**src/rtl/rrac_pkg.sv**
```systemverilog
// Shared constants, codes and structures for the region range access check.
// Used by every module of the block; depends on nothing.
package rrac_pkg;

   localparam int REGION_COUNT = 16;
   localparam int ADDR_BITS    = 32;
   localparam int PERM_BITS    = 4;
   localparam int INDEX_BITS   = 4;
   localparam int LEN_BITS     = 33;
   localparam int TBL_IDX_BITS = $clog2(REGION_COUNT);
   localparam int STEP_BITS    = $clog2(REGION_COUNT + 1);

   localparam logic [1:0] MODE_WRITE   = 2'd0;
   localparam logic [1:0] MODE_CHECK   = 2'd1;
   localparam logic [1:0] MODE_MEASURE = 2'd2;

   typedef struct packed {
      logic                    en;
      logic [TBL_IDX_BITS-1:0] index;
      logic [ADDR_BITS-1:0]    first;
      logic [ADDR_BITS-1:0]    last;
      logic [PERM_BITS-1:0]    perm;
      logic                    valid;
   } wr_type;

   typedef struct packed {
      logic                 hit;
      logic [ADDR_BITS-1:0] last;
      logic [PERM_BITS-1:0] perm;
   } match_type;

   typedef struct packed {
      logic                 start;
      logic [1:0]           mode;
      logic [ADDR_BITS-1:0] addr;
      logic [LEN_BITS-1:0]  len;
      logic [PERM_BITS-1:0] perm;
   } cmd_type;

endpackage

```
**src/rtl/rrac_table.sv**
```systemverilog
// Region table: entry registers with one write port and a parallel address match.
// Depends on rrac_pkg for widths and the write and match structures.
module rrac_table (
   input  logic                           clock,
   input  logic                           reset,
   input  rrac_pkg::wr_type               wr,
   input  logic [rrac_pkg::ADDR_BITS:0]   pos,
   output rrac_pkg::match_type            match
);

   logic [rrac_pkg::REGION_COUNT-1:0] valid_ff;
   logic [rrac_pkg::ADDR_BITS-1:0]    first_ff [rrac_pkg::REGION_COUNT];
   logic [rrac_pkg::ADDR_BITS-1:0]    last_ff  [rrac_pkg::REGION_COUNT];
   logic [rrac_pkg::PERM_BITS-1:0]    perm_ff  [rrac_pkg::REGION_COUNT];

   always_ff @(posedge clock) begin
      if (reset) begin
         valid_ff <= '0;
      end else if (wr.en) begin
         valid_ff[wr.index] <= wr.valid;
      end
   end

   always_ff @(posedge clock) begin
      if (wr.en) begin
         first_ff[wr.index] <= wr.first;
         last_ff[wr.index]  <= wr.last;
         perm_ff[wr.index]  <= wr.perm;
      end
   end

   // The lowest matching index is applied last, so it wins.
   always_comb begin
      match = '0;
      for (int i = rrac_pkg::REGION_COUNT - 1; i >= 0; i--) begin
         if (valid_ff[i] && !pos[rrac_pkg::ADDR_BITS] &&
             first_ff[i] <= pos[rrac_pkg::ADDR_BITS-1:0] &&
             last_ff[i] >= pos[rrac_pkg::ADDR_BITS-1:0]) begin
            match.hit  = 1'b1;
            match.last = last_ff[i];
            match.perm = perm_ff[i];
         end
      end
   end

endmodule

```
**src/rtl/rrac_walk.sv**
```systemverilog
// Walk sequencer: steps a position through the region table one region per cycle
// and holds the result register. Depends on rrac_pkg and drives rrac_table's lookup.
module rrac_walk (
   input  logic                           clock,
   input  logic                           reset,
   input  rrac_pkg::cmd_type              cmd,
   output logic                           busy,
   output logic [rrac_pkg::ADDR_BITS:0]   pos,
   input  rrac_pkg::match_type            match,
   output logic                           rsp_valid,
   input  logic                           rsp_stall,
   output logic                           rsp_accessible,
   output logic [rrac_pkg::LEN_BITS-1:0]  rsp_range_bytes
);

   typedef enum logic [1:0] {
      ST_IDLE,
      ST_STEP,
      ST_FIN,
      ST_RESP
   } state_type;

   state_type                          state_ff;
   logic [1:0]                         kind_ff;
   logic [rrac_pkg::ADDR_BITS:0]       pos_ff;
   logic [rrac_pkg::ADDR_BITS+1:0]     stop_ff;
   logic [rrac_pkg::ADDR_BITS-1:0]     addr_ff;
   logic [rrac_pkg::PERM_BITS-1:0]     perm_ff;
   logic [rrac_pkg::STEP_BITS-1:0]     step_ff;
   logic                               rsp_valid_ff;
   logic                               accessible_ff;
   logic [rrac_pkg::LEN_BITS-1:0]      bytes_ff;
   logic [rrac_pkg::ADDR_BITS+1:0]     stop_in;
   logic                               past_stop;
   logic                               perm_ok;

   always_comb begin
      if (cmd.len == '0) begin
         stop_in = (rrac_pkg::ADDR_BITS + 2)'(cmd.addr);
      end else begin
         stop_in = (rrac_pkg::ADDR_BITS + 2)'(cmd.addr) +
                   (rrac_pkg::ADDR_BITS + 2)'(cmd.len) - (rrac_pkg::ADDR_BITS + 2)'(1);
      end
   end

   assign past_stop = {1'b0, pos_ff} > stop_ff;
   assign perm_ok   = (match.perm & perm_ff) == perm_ff;

   always_ff @(posedge clock) begin
      if (reset) begin
         state_ff     <= ST_IDLE;
         rsp_valid_ff <= 1'b0;
      end else begin
         unique case (state_ff)
            ST_IDLE: begin
               if (cmd.start) begin
                  kind_ff <= cmd.mode;
                  pos_ff  <= {1'b0, cmd.addr};
                  addr_ff <= cmd.addr;
                  stop_ff <= stop_in;
                  perm_ff <= cmd.perm;
                  step_ff <= '0;
                  if (cmd.mode == rrac_pkg::MODE_CHECK ||
                      cmd.mode == rrac_pkg::MODE_MEASURE) begin
                     state_ff <= ST_STEP;
                  end else begin
                     state_ff <= ST_FIN;
                  end
               end
            end
            ST_STEP: begin
               if ((kind_ff == rrac_pkg::MODE_CHECK && past_stop) ||
                   !match.hit || !perm_ok) begin
                  state_ff <= ST_FIN;
               end else begin
                  pos_ff  <= {1'b0, match.last} + (rrac_pkg::ADDR_BITS + 1)'(1);
                  step_ff <= step_ff + rrac_pkg::STEP_BITS'(1);
                  if (step_ff == rrac_pkg::STEP_BITS'(rrac_pkg::REGION_COUNT)) begin
                     state_ff <= ST_FIN;
                  end
               end
            end
            ST_FIN: begin
               accessible_ff <= (kind_ff == rrac_pkg::MODE_CHECK) && past_stop;
               if (kind_ff == rrac_pkg::MODE_MEASURE) begin
                  bytes_ff <= rrac_pkg::LEN_BITS'(pos_ff - {1'b0, addr_ff});
               end else begin
                  bytes_ff <= '0;
               end
               rsp_valid_ff <= 1'b1;
               state_ff     <= ST_RESP;
            end
            ST_RESP: begin
               if (!rsp_stall) begin
                  rsp_valid_ff <= 1'b0;
                  state_ff     <= ST_IDLE;
               end
            end
            default: begin
               state_ff <= ST_IDLE;
            end
         endcase
      end
   end

   assign busy            = (state_ff != ST_IDLE);
   assign pos             = pos_ff;
   assign rsp_valid       = rsp_valid_ff;
   assign rsp_accessible  = accessible_ff;
   assign rsp_range_bytes = bytes_ff;

endmodule

```
**src/rtl/region_range_access_check.sv**
```systemverilog
// Top level of the region range access check: port handshake and table write decode.
// Depends on rrac_pkg, rrac_table and rrac_walk.
//
// The block takes one item at a time and holds req_stall high until the result
// transfer completes. A write item, or an unused mode, passes through the finish
// state to the response state with a zero result, and its table entry is updated
// on the accepting edge. A check or measure item walks the region chain through the
// table's parallel address match, one region per cycle, for up to REGION_COUNT + 1
// (17) steps; its result is registered in the finish state after the last step.
// The next item is accepted in the cycle after the result transfer.
module region_range_access_check (
   input  logic                                 clock,
   input  logic                                 reset,
   input  logic                                 req_valid,
   output logic                                 req_stall,
   input  logic [1:0]                           req_mode,
   input  logic [rrac_pkg::INDEX_BITS-1:0]      req_region_index,
   input  logic [rrac_pkg::ADDR_BITS-1:0]       req_region_first,
   input  logic [rrac_pkg::ADDR_BITS-1:0]       req_region_last,
   input  logic [rrac_pkg::PERM_BITS-1:0]       req_region_perm,
   input  logic                                 req_region_enable,
   input  logic [rrac_pkg::ADDR_BITS-1:0]       req_query_address,
   input  logic [rrac_pkg::LEN_BITS-1:0]        req_query_length,
   input  logic [rrac_pkg::PERM_BITS-1:0]       req_required_perm,
   output logic                                 rsp_valid,
   input  logic                                 rsp_stall,
   output logic                                 rsp_accessible,
   output logic [rrac_pkg::LEN_BITS-1:0]        rsp_range_bytes
);

   logic                          busy;
   logic                          accept;
   logic [rrac_pkg::ADDR_BITS:0]  pos;
   rrac_pkg::wr_type              wr;
   rrac_pkg::match_type           match;
   rrac_pkg::cmd_type             cmd;

   assign req_stall = busy;
   assign accept    = req_valid && !busy;

   always_comb begin
      wr.en    = accept && (req_mode == rrac_pkg::MODE_WRITE) &&
                 (int'(req_region_index) < rrac_pkg::REGION_COUNT);
      wr.index = req_region_index[rrac_pkg::TBL_IDX_BITS-1:0];
      wr.first = req_region_first;
      wr.last  = req_region_last;
      wr.perm  = req_region_perm;
      wr.valid = req_region_enable;

      cmd.start = accept;
      cmd.mode  = req_mode;
      cmd.addr  = req_query_address;
      cmd.len   = req_query_length;
      cmd.perm  = req_required_perm;
   end

   rrac_table u_table (
      .clock (clock),
      .reset (reset),
      .wr    (wr),
      .pos   (pos),
      .match (match)
   );

   rrac_walk u_walk (
      .clock           (clock),
      .reset           (reset),
      .cmd             (cmd),
      .busy            (busy),
      .pos             (pos),
      .match           (match),
      .rsp_valid       (rsp_valid),
      .rsp_stall       (rsp_stall),
      .rsp_accessible  (rsp_accessible),
      .rsp_range_bytes (rsp_range_bytes)
   );

endmodule

```
**config.mk**
```make
export PLATFORM = sky130hd
export DESIGN_NAME = region_range_access_check
export DESIGN_NICKNAME = d
export VERILOG_FILES = /design/src/rtl/rrac_pkg.sv /design/src/rtl/rrac_table.sv /design/src/rtl/rrac_walk.sv /design/src/rtl/region_range_access_check.sv
export SDC_FILE = /design/constraint.sdc
export NUM_CORES = 2
export LEC_CHECK = 0
export BUFFER_PORTS_ARGS = -buffer_cell sky130_fd_sc_hd__buf_2
export CAP_MARGIN = 10
export CORE_UTILIZATION = 60
export CTS_CLUSTER_SIZE = 20
export DETAILED_ROUTE_END_ITERATION = 10
export PLACE_DENSITY = 0.77
export RECOVER_POWER = 100
export SYNTH_ARGS = -nofsm -noshare
export SYNTH_HDL_FRONTEND = slang
export SYNTH_SLANG_ARGS = --single-unit
```
**constraint.sdc**
```tcl
create_clock -name clock -period 17.3 [get_ports clock]
set_input_delay 3.46 -clock clock [delete_from_list [all_inputs] [get_ports clock]]
set_output_delay 3.46 -clock clock [all_outputs]
set_load 0.02 [all_outputs]
```
**Word-level counts from Yosys, hierarchy flattened**

Memory sizes are Yosys's and may differ from the RTL's.
Cells that the tools add are included.

- Add/sub/neg operators: 5
- $mul: 0
- Divide/modulo/power cells: 0
- Magnitude comparators: 35
- Equality and inequality tests: 13
- Shift operators: 0
- Multiplexer cells: 36
- Bitwise logic cells: 2
- Reduce and logical (&&, ||, !) cells: 70

Operator list:

| operator | number |
|---|---|
| $mux W37 | 16 |
| $ge A32 B32 Y1 | 16 |
| $le A32 B32 Y1 | 16 |
| $mux W33 | 2 |
| $pmux W33 S2 | 1 |
| $logic_and A1 B1 Y1 | 52 |
| $add A32 B33 Y34 | 1 |
| $gt A33 B34 Y1 | 1 |
| $sub A34 B1 Y34 const B | 1 |
| $add A32 B1 Y33 const B | 1 |
| $logic_not A33 Y1 | 1 |
| $sub A33 B32 Y33 | 1 |
| $mux W32 | 1 |
| $bwmux W16 | 1 |
| $mux W2 | 5 |
| $mux W5 | 2 |
| $pmux W5 S2 | 1 |
| $eq A2 B2 Y1 const B | 4 |
| $pmux W2 S4 | 1 |
| $eq A2 B1 Y1 const B | 3 |
| $ne A2 B2 Y1 const B | 3 |
| $reduce_and A3 Y1 | 2 |
| $reduce_bool A2 Y1 | 3 |
| $add A5 B1 Y5 const B | 1 |
| 15 further kinds | 25 |

- Bits in registers: 163
- Bits in latches: 0
- RAM bits: 1088
- Memory bits (read-only): 0
- Input bits: 148
- Output and inout port bits: 36
- Logic and storage cells: 176
- Memories kept: 3

Memory list:

| name | depth | bits a word | read ports | clocked after Yosys merged registers in | write ports | line | source |
|---|---|---|---|---|---|---|---|
| u_table.first_ff | 16 | 32 | 16 | 0 | 1 | rrac_table.sv:12 | `logic [rrac_pkg::ADDR_BITS-1:0] first_ff [rrac_pkg::REGION_COUNT];` |
| u_table.last_ff | 16 | 32 | 16 | 0 | 1 | rrac_table.sv:13 | `logic [rrac_pkg::ADDR_BITS-1:0] last_ff [rrac_pkg::REGION_COUNT];` |
| u_table.perm_ff | 16 | 4 | 16 | 0 | 1 | rrac_table.sv:14 | `logic [rrac_pkg::PERM_BITS-1:0] perm_ff [rrac_pkg::REGION_COUNT];` |

**Logic depth before layout (Yosys ltp)**

- Word-level depth: 26
- Gate-level depth with buffers: 22

**Modules after synthesis**

Synthesis repeated with hierarchy kept, for this count alone.

- Cell total of the unflattened synthesis: 5999
- Area total of the unflattened synthesis: 72175.5 um^2

Modules (own cells, without submodules):

| module | instances | cells each | area an instance (um^2) |
|---|---|---|---|
| rrac_table | 1 | 4791 | 61177.4 |
| rrac_walk | 1 | 1206 | 10975.5 |
| region_range_access_check | 1 | 2 | 22.5 |

**Worst setup path after synthesis**

OpenSTA, ideal clock, no wires.

- Path type: in2reg
- Start point: input port req_mode[0]
- End point: register u_table.valid_ff[0] (netlist name)
- Library setup time: 128 ps
- Data arrival time: 9428 ps
- Slack: 7744 ps
- Stages: 8
- Cells stage by stage: inv_1 ha_1 nand3_1 or3_1 clkbuf_1 nor3_1 mux2i_1 nor2_1

- Cells in the longest elaborated chain, start to end: 2

RTL lines:

| what | line | source |
|---|---|---|
| start, declared | region_range_access_check.sv:16 | `input logic [1:0] req_mode,` |
| $logic_not A2 Y1 | region_range_access_check.sv:42 | `wr.en = accept && (req_mode == rrac_pkg::MODE_WRITE) &&` |
| $logic_and A1 B1 Y1 | region_range_access_check.sv:42 |  |
| end signal, assigned by index | rrac_table.sv:20 | `valid_ff[wr.index] <= wr.valid;` |
| end, declared | rrac_table.sv:11 | `logic [rrac_pkg::REGION_COUNT-1:0] valid_ff;` |

Every way passes these cells.
A chain may end at the register's enable or synchronous reset.

**Final worst setup path**

- Start point: register u_walk.pos_ff (netlist bit u_walk.pos[0])
- End point: register u_walk.pos_ff (netlist bit u_walk.pos[31]) (data pin)

- Cells in the longest elaborated chain, start to end: 22
- Elaborated cells on any way between the ends: 83

RTL lines:

| what | line | source |
|---|---|---|
| start, declared | rrac_walk.sv:25 | `logic [rrac_pkg::ADDR_BITS:0] pos_ff;` |
| start signal, assigned | rrac_walk.sv:58 | `pos_ff <= {1'b0, cmd.addr};` |
| start signal, assigned | rrac_walk.sv:76 | `pos_ff <= {1'b0, match.last} + (rrac_pkg::ADDR_BITS + 1)'(1);` |
| $le A32 B32 Y1 | rrac_table.sv:37 | `first_ff[i] <= pos[rrac_pkg::ADDR_BITS-1:0] &&` |
| $logic_and A1 B1 Y1 | rrac_table.sv:36 | `if (valid_ff[i] && !pos[rrac_pkg::ADDR_BITS] &&` |
| $logic_and A1 B1 Y1 | rrac_table.sv:37 |  |
| $mux W37 (15 in a row) | rrac_table.sv:36 |  |
| $mux W37 (*) | rrac_table.sv:36 |  |
| $add A32 B1 Y33 (*) | rrac_walk.sv:76 |  |
| $mux W33 (*) | rrac_walk.sv:72 | `if ((kind_ff == rrac_pkg::MODE_CHECK && past_stop) \|\|` |
| $pmux W33 S2 (*) | rrac_walk.sv:54 | `unique case (state_ff)` |

Mark *: on every way between the ends. The rest lies on a longest branch, timed or not. The select of a mux whose other input is x is not followed.

==> impl_metrics.env <==
export IMPL_run_status="finished, violations left"
export IMPL_violated_checks="max-capacitance violations, max-slew violations"
export IMPL_ys_seq_elements=1251
export IMPL_path_clk_slew_ns=0.06
export IMPL_unrepaired_setup_endpoints_after_global_routing="false"
export IMPL_max_clock_freq_mhz=77.7
export IMPL_synth_nets=7375
export IMPL_ys_async_sr_fraction_pct=0
export IMPL_power_static_leakage_nw=31.2
export IMPL_hold_violations=0
export IMPL_synth_ff_type="sky130_fd_sc_hd__edfxtp_1"
export IMPL_cp_data_required_time_ns=17.83
export IMPL_wire_per_inst_um=30.6
export IMPL_start_kind="flip-flop"
export IMPL_hold_path_startpoint="u_walk.rsp_valid"
export IMPL_starting_utilization_of_the_core_area_pct=60.7
export IMPL_post_route_util_pct=66.8
export IMPL_switchingPower_mw=2.71
export IMPL_clk_path_buf_depth=3
export IMPL_synth_seq_area_share_pct=51.3
export IMPL_max_cap_violations=37
export IMPL_drcViolationCount=0
export IMPL_cts_hold_buffers=0
export IMPL_swShare_pct=31.4
export IMPL_netlist_top_cells_area="sky130_fd_sc_hd__edfxtp_1 (51%), sky130_fd_sc_hd__ha_1 (20%), sky130_fd_sc_hd__a21oi_1 (3.1%)"
export IMPL_power_frac_comb_pct=24.5
export IMPL_hold_path_class="reg2reg"
export IMPL_synthCells=6064
export IMPL_yosys_cell_types_count=119
export IMPL_grt_max_degree=70
export IMPL_layout_nets=7684
export IMPL_timing_max_slew_rel_slack_pct=-223
export IMPL_viasPerCell=7.01
export IMPL_cts_sinks=1251
export IMPL_dpl_hpwl_um=175000
export IMPL_clock_tree_root_cell="sky130_fd_sc_hd__clkbuf_16"
export IMPL_grt_remaining_overflow=0
export IMPL_cts_setup_buffers=0
export IMPL_power_share_clock_pct=35.1
export IMPL_finClkSkew_ns=0.0284
export IMPL_timing_final_crit_period_ns=12.87
export IMPL_r2r_setup_slack_ns=4.43
export IMPL_synthesis_area_per_instance_um2=12.0
export IMPL_cts_htree_levels=4
export IMPL_clkLatencyLatePin_ns=0.80
export IMPL_design_area_mm2=0.0803
export IMPL_fp_dieW_um=351
export IMPL_maxSlewViolCount=1440
export IMPL_setup_viol=0
export IMPL_routed_wl_um=248000
export IMPL_drt_antenna_violating_nets=0
export IMPL_hold_end="u_walk.rsp_valid"
export IMPL_timing_worst_setup_path_type="reg2reg"
export IMPL_vdd_drop_max_mv=0.109
export IMPL_internal_power_mw=5.92
export IMPL_finalWorstSetupSlack_ns=4.43
export IMPL_layout_area_overhead_vs_synth_pct=10.2
export IMPL_drt_first_iter_violations=7991
export IMPL_worst_slew_pin_transition_ns=4.84
export IMPL_cts_repair_resize_count=0
export IMPL_fin_crit_sh_pct=74.4
export IMPL_cell_count_of_the_worst_hold_path=2
export IMPL_portBuffers=183
export IMPL_standard_cell_row_count=127
export IMPL_setup_worst_path_end_class="flip-flop"
export IMPL_synth_top_cell_by_area="sky130_fd_sc_hd__edfxtp_1"
export IMPL_post_synth_top_area_fraction_pct=50.8
export IMPL_cts_buffers=138
export IMPL_grt_util_all_layers_pct=39.9
export IMPL_core_region_area_mm2=0.120
export IMPL_number_of_global_route_vias_before_repair=54200
export IMPL_holdWs_ns=0.484
export IMPL_power_frac_seq_pct=40.5
export IMPL_synthesis_area_mm2=0.0729
export IMPL_synth_most_common_cell="sky130_fd_sc_hd__edfxtp_1"
export IMPL_die_h_um=351
export IMPL_synth_enable_flop_cells=1232
export IMPL_totalNegativeSetupSlack_ns=0
export IMPL_post_synth_most_frequent_cells="sky130_fd_sc_hd__edfxtp_1 (1232), sky130_fd_sc_hd__ha_1 (1161), sky130_fd_sc_hd__a21oi_1 (450), sky130_fd_sc_hd__nand2_1 (392), sky130_fd_sc_hd__nor2_1 (324)"
export IMPL_worst_r2r_endpoint="u_walk.pos[31]"
export IMPL_crit_path_max_fanout=44
export IMPL_io_pins=184
export IMPL_drtPass1Iterations=9
export IMPL_cp_arrival_ns=13.40
export IMPL_power_per_cell_area_mw_per_mm2=107
export IMPL_tritoncts="yes"
export IMPL_worst_reg2reg_path_startpoint="u_walk.pos[0]"
export IMPL_placedInstanceArea_mm2=0.0762
export IMPL_grt_antenna_before_repair=10
export IMPL_pre_cts_slack_ns=9.30
export IMPL_grt_pass1_wl_um=354000
export IMPL_vias=56800
export IMPL_gp_congestion=1.03
export IMPL_ys_warns=0
export IMPL_post_route_cells_drive_above_1_share_pct=6.39
export IMPL_timing_reg2reg_worst_path_depth=21
export IMPL_design_die_area_mm2=0.123
==> cell families after synthesis <==
kind of cell | after synthesis | synth area share, %
AND/OR/NAND/NOR | 1584 | 11.0
adder cells (fa/ha/maj) | 1163 | 20.0
multiplexers | 25 | 0.352
buffers and inverters | 453 | 2.59
flip-flops | 1251 | 51.3
AO/OA/AOI/OAI | 1519 | 13.9
XOR/XNOR | 69 | 0.829
==> critical path, stage by stage (launching register included) <==
cell and delay, ns:
sky130_fd_sc_hd__edfxtp_1 0.36, sky130_fd_sc_hd__clkbuf_1 1.12, sky130_fd_sc_hd__clkbuf_1 1.37, sky130_fd_sc_hd__ha_1 0.31
sky130_fd_sc_hd__nand2b_1 0.10, sky130_fd_sc_hd__a2111oi_0 0.08, sky130_fd_sc_hd__or4_1 0.45, sky130_fd_sc_hd__a31oi_1 0.46
sky130_fd_sc_hd__nor3_1 0.25, sky130_fd_sc_hd__a211oi_1 0.63, sky130_fd_sc_hd__clkbuf_1 1.61, sky130_fd_sc_hd__clkbuf_1 1.70
sky130_fd_sc_hd__nor3_1 0.38, sky130_fd_sc_hd__clkbuf_1 0.42, sky130_fd_sc_hd__nand3_1 0.20, sky130_fd_sc_hd__nor2_1 0.07
sky130_fd_sc_hd__nor2_1 0.10, sky130_fd_sc_hd__o31ai_1 0.20, sky130_fd_sc_hd__or4b_4 0.71, sky130_fd_sc_hd__nor4_1 1.34
sky130_fd_sc_hd__mux2_1 0.40, sky130_fd_sc_hd__a221o_1 0.25
==> power by group through the flow <==
stage | clock, mW | sequential, mW | combinational, mW
2_1_floorplan | 0 | 3.55 | 1.27
3_3_place_gp | 0 | 3.54 | 1.95
3_5_place_dp | 0 | 3.55 | 2.03
4_1_cts | 3.02 | 3.48 | 2.06
5_1_grt | 3.13 | 3.50 | 2.30
6_report | 3.03 | 3.49 | 2.11
==> layer usage <==
layer  track usage [%]  wire [um]  vias to the layer above
met5                 0         22                        -
met4              22.1      15200                        4
met3              12.0      35100                      810
met2              58.4     104000                     4240
met1              53.1      93000                    27300
li1                  -          -                    24400
==> placed cells by master, fill, tap and decap left out, types with 172 or more instances in the layout <==
| cell | n |
|---|---|
| sky130_fd_sc_hd__ha_1 | 1161 |
| sky130_fd_sc_hd__nand2_1 | 392 |
| sky130_fd_sc_hd__nand4_1 | 172 |
| sky130_fd_sc_hd__clkbuf_1 | 200 |
| sky130_fd_sc_hd__edfxtp_1 | 1232 |
| sky130_fd_sc_hd__a21oi_1 | 449 |
| sky130_fd_sc_hd__nor2_1 | 320 |
| sky130_fd_sc_hd__o21ai_0 | 298 |
| sky130_fd_sc_hd__nand3_1 | 185 |
| sky130_fd_sc_hd__inv_1 | 316 |
==> layout make-up <==
| class | instances | area (um2) |
|---|---|---|
| diodes | 7 | 17.5 |
| clock inverters | 66 | 703 |
| fillers | 8867 | 39800 |
| flip-flops and latches | 1251 | 37400 |
| inverters | 323 | 1210 |
| well taps | 1612 | 2020 |
| repair buffers | 299 | 1510 |
| clock buffers | 184 | 3860 |
| multi-input cells | 4360 | 33600 |
==> worst max-delay path by stage <==
stage / start / to / slack (ns) / cells past startpoint
detailed placement: u_walk.pos[17] / u_walk.pos[31] / 9.30 / 17
global route: u_walk.pos[0] / u_walk.pos[31] / 4.35 / 21
CTS: u_walk.pos[17] / u_walk.pos[32] / 9.25 / 17
global placement: req_query_address[2] / u_walk.stop_ff[32] / 9.38 / 20
finish: u_walk.pos[0] / u_walk.pos[31] / 4.43 / 21
floorplan: req_mode[0] / u_table.valid_ff[0] / 7.74 / 8
==> flip-flops by register name (all words and copies together), names as in the netlist <==
| name | cells |
|---|---|
| u_walk.state_ff | 2 |
| u_walk.kind_ff | 2 |
| u_walk.stop_ff | 34 |
| u_walk.step_ff | 5 |
| u_table.last_ff | 512 |
| u_table.first_ff | 512 |
| u_walk.pos | 33 |
| u_table.perm_ff | 64 |
| u_walk.perm_ff | 4 |
| u_walk.rsp_valid | 1 |
| u_walk.rsp_accessible | 1 |
| u_table.valid_ff | 16 |
| u_walk.rsp_range_bytes | 33 |
| u_walk.addr_ff | 32 |
==> stage by stage <==
| stage | total power [mW] | std cells |
|---|---|---|
| after floorplan | 4.81 | 6064 |
| after global placement | 5.49 | 7843 |
| after detailed placement | 5.58 | 7843 |
| after CTS | 8.56 | 8093 |
| after global routing | 8.92 | 8096 |
| final | 8.63 | 8102 |
(Power assumes the default switching activity.)
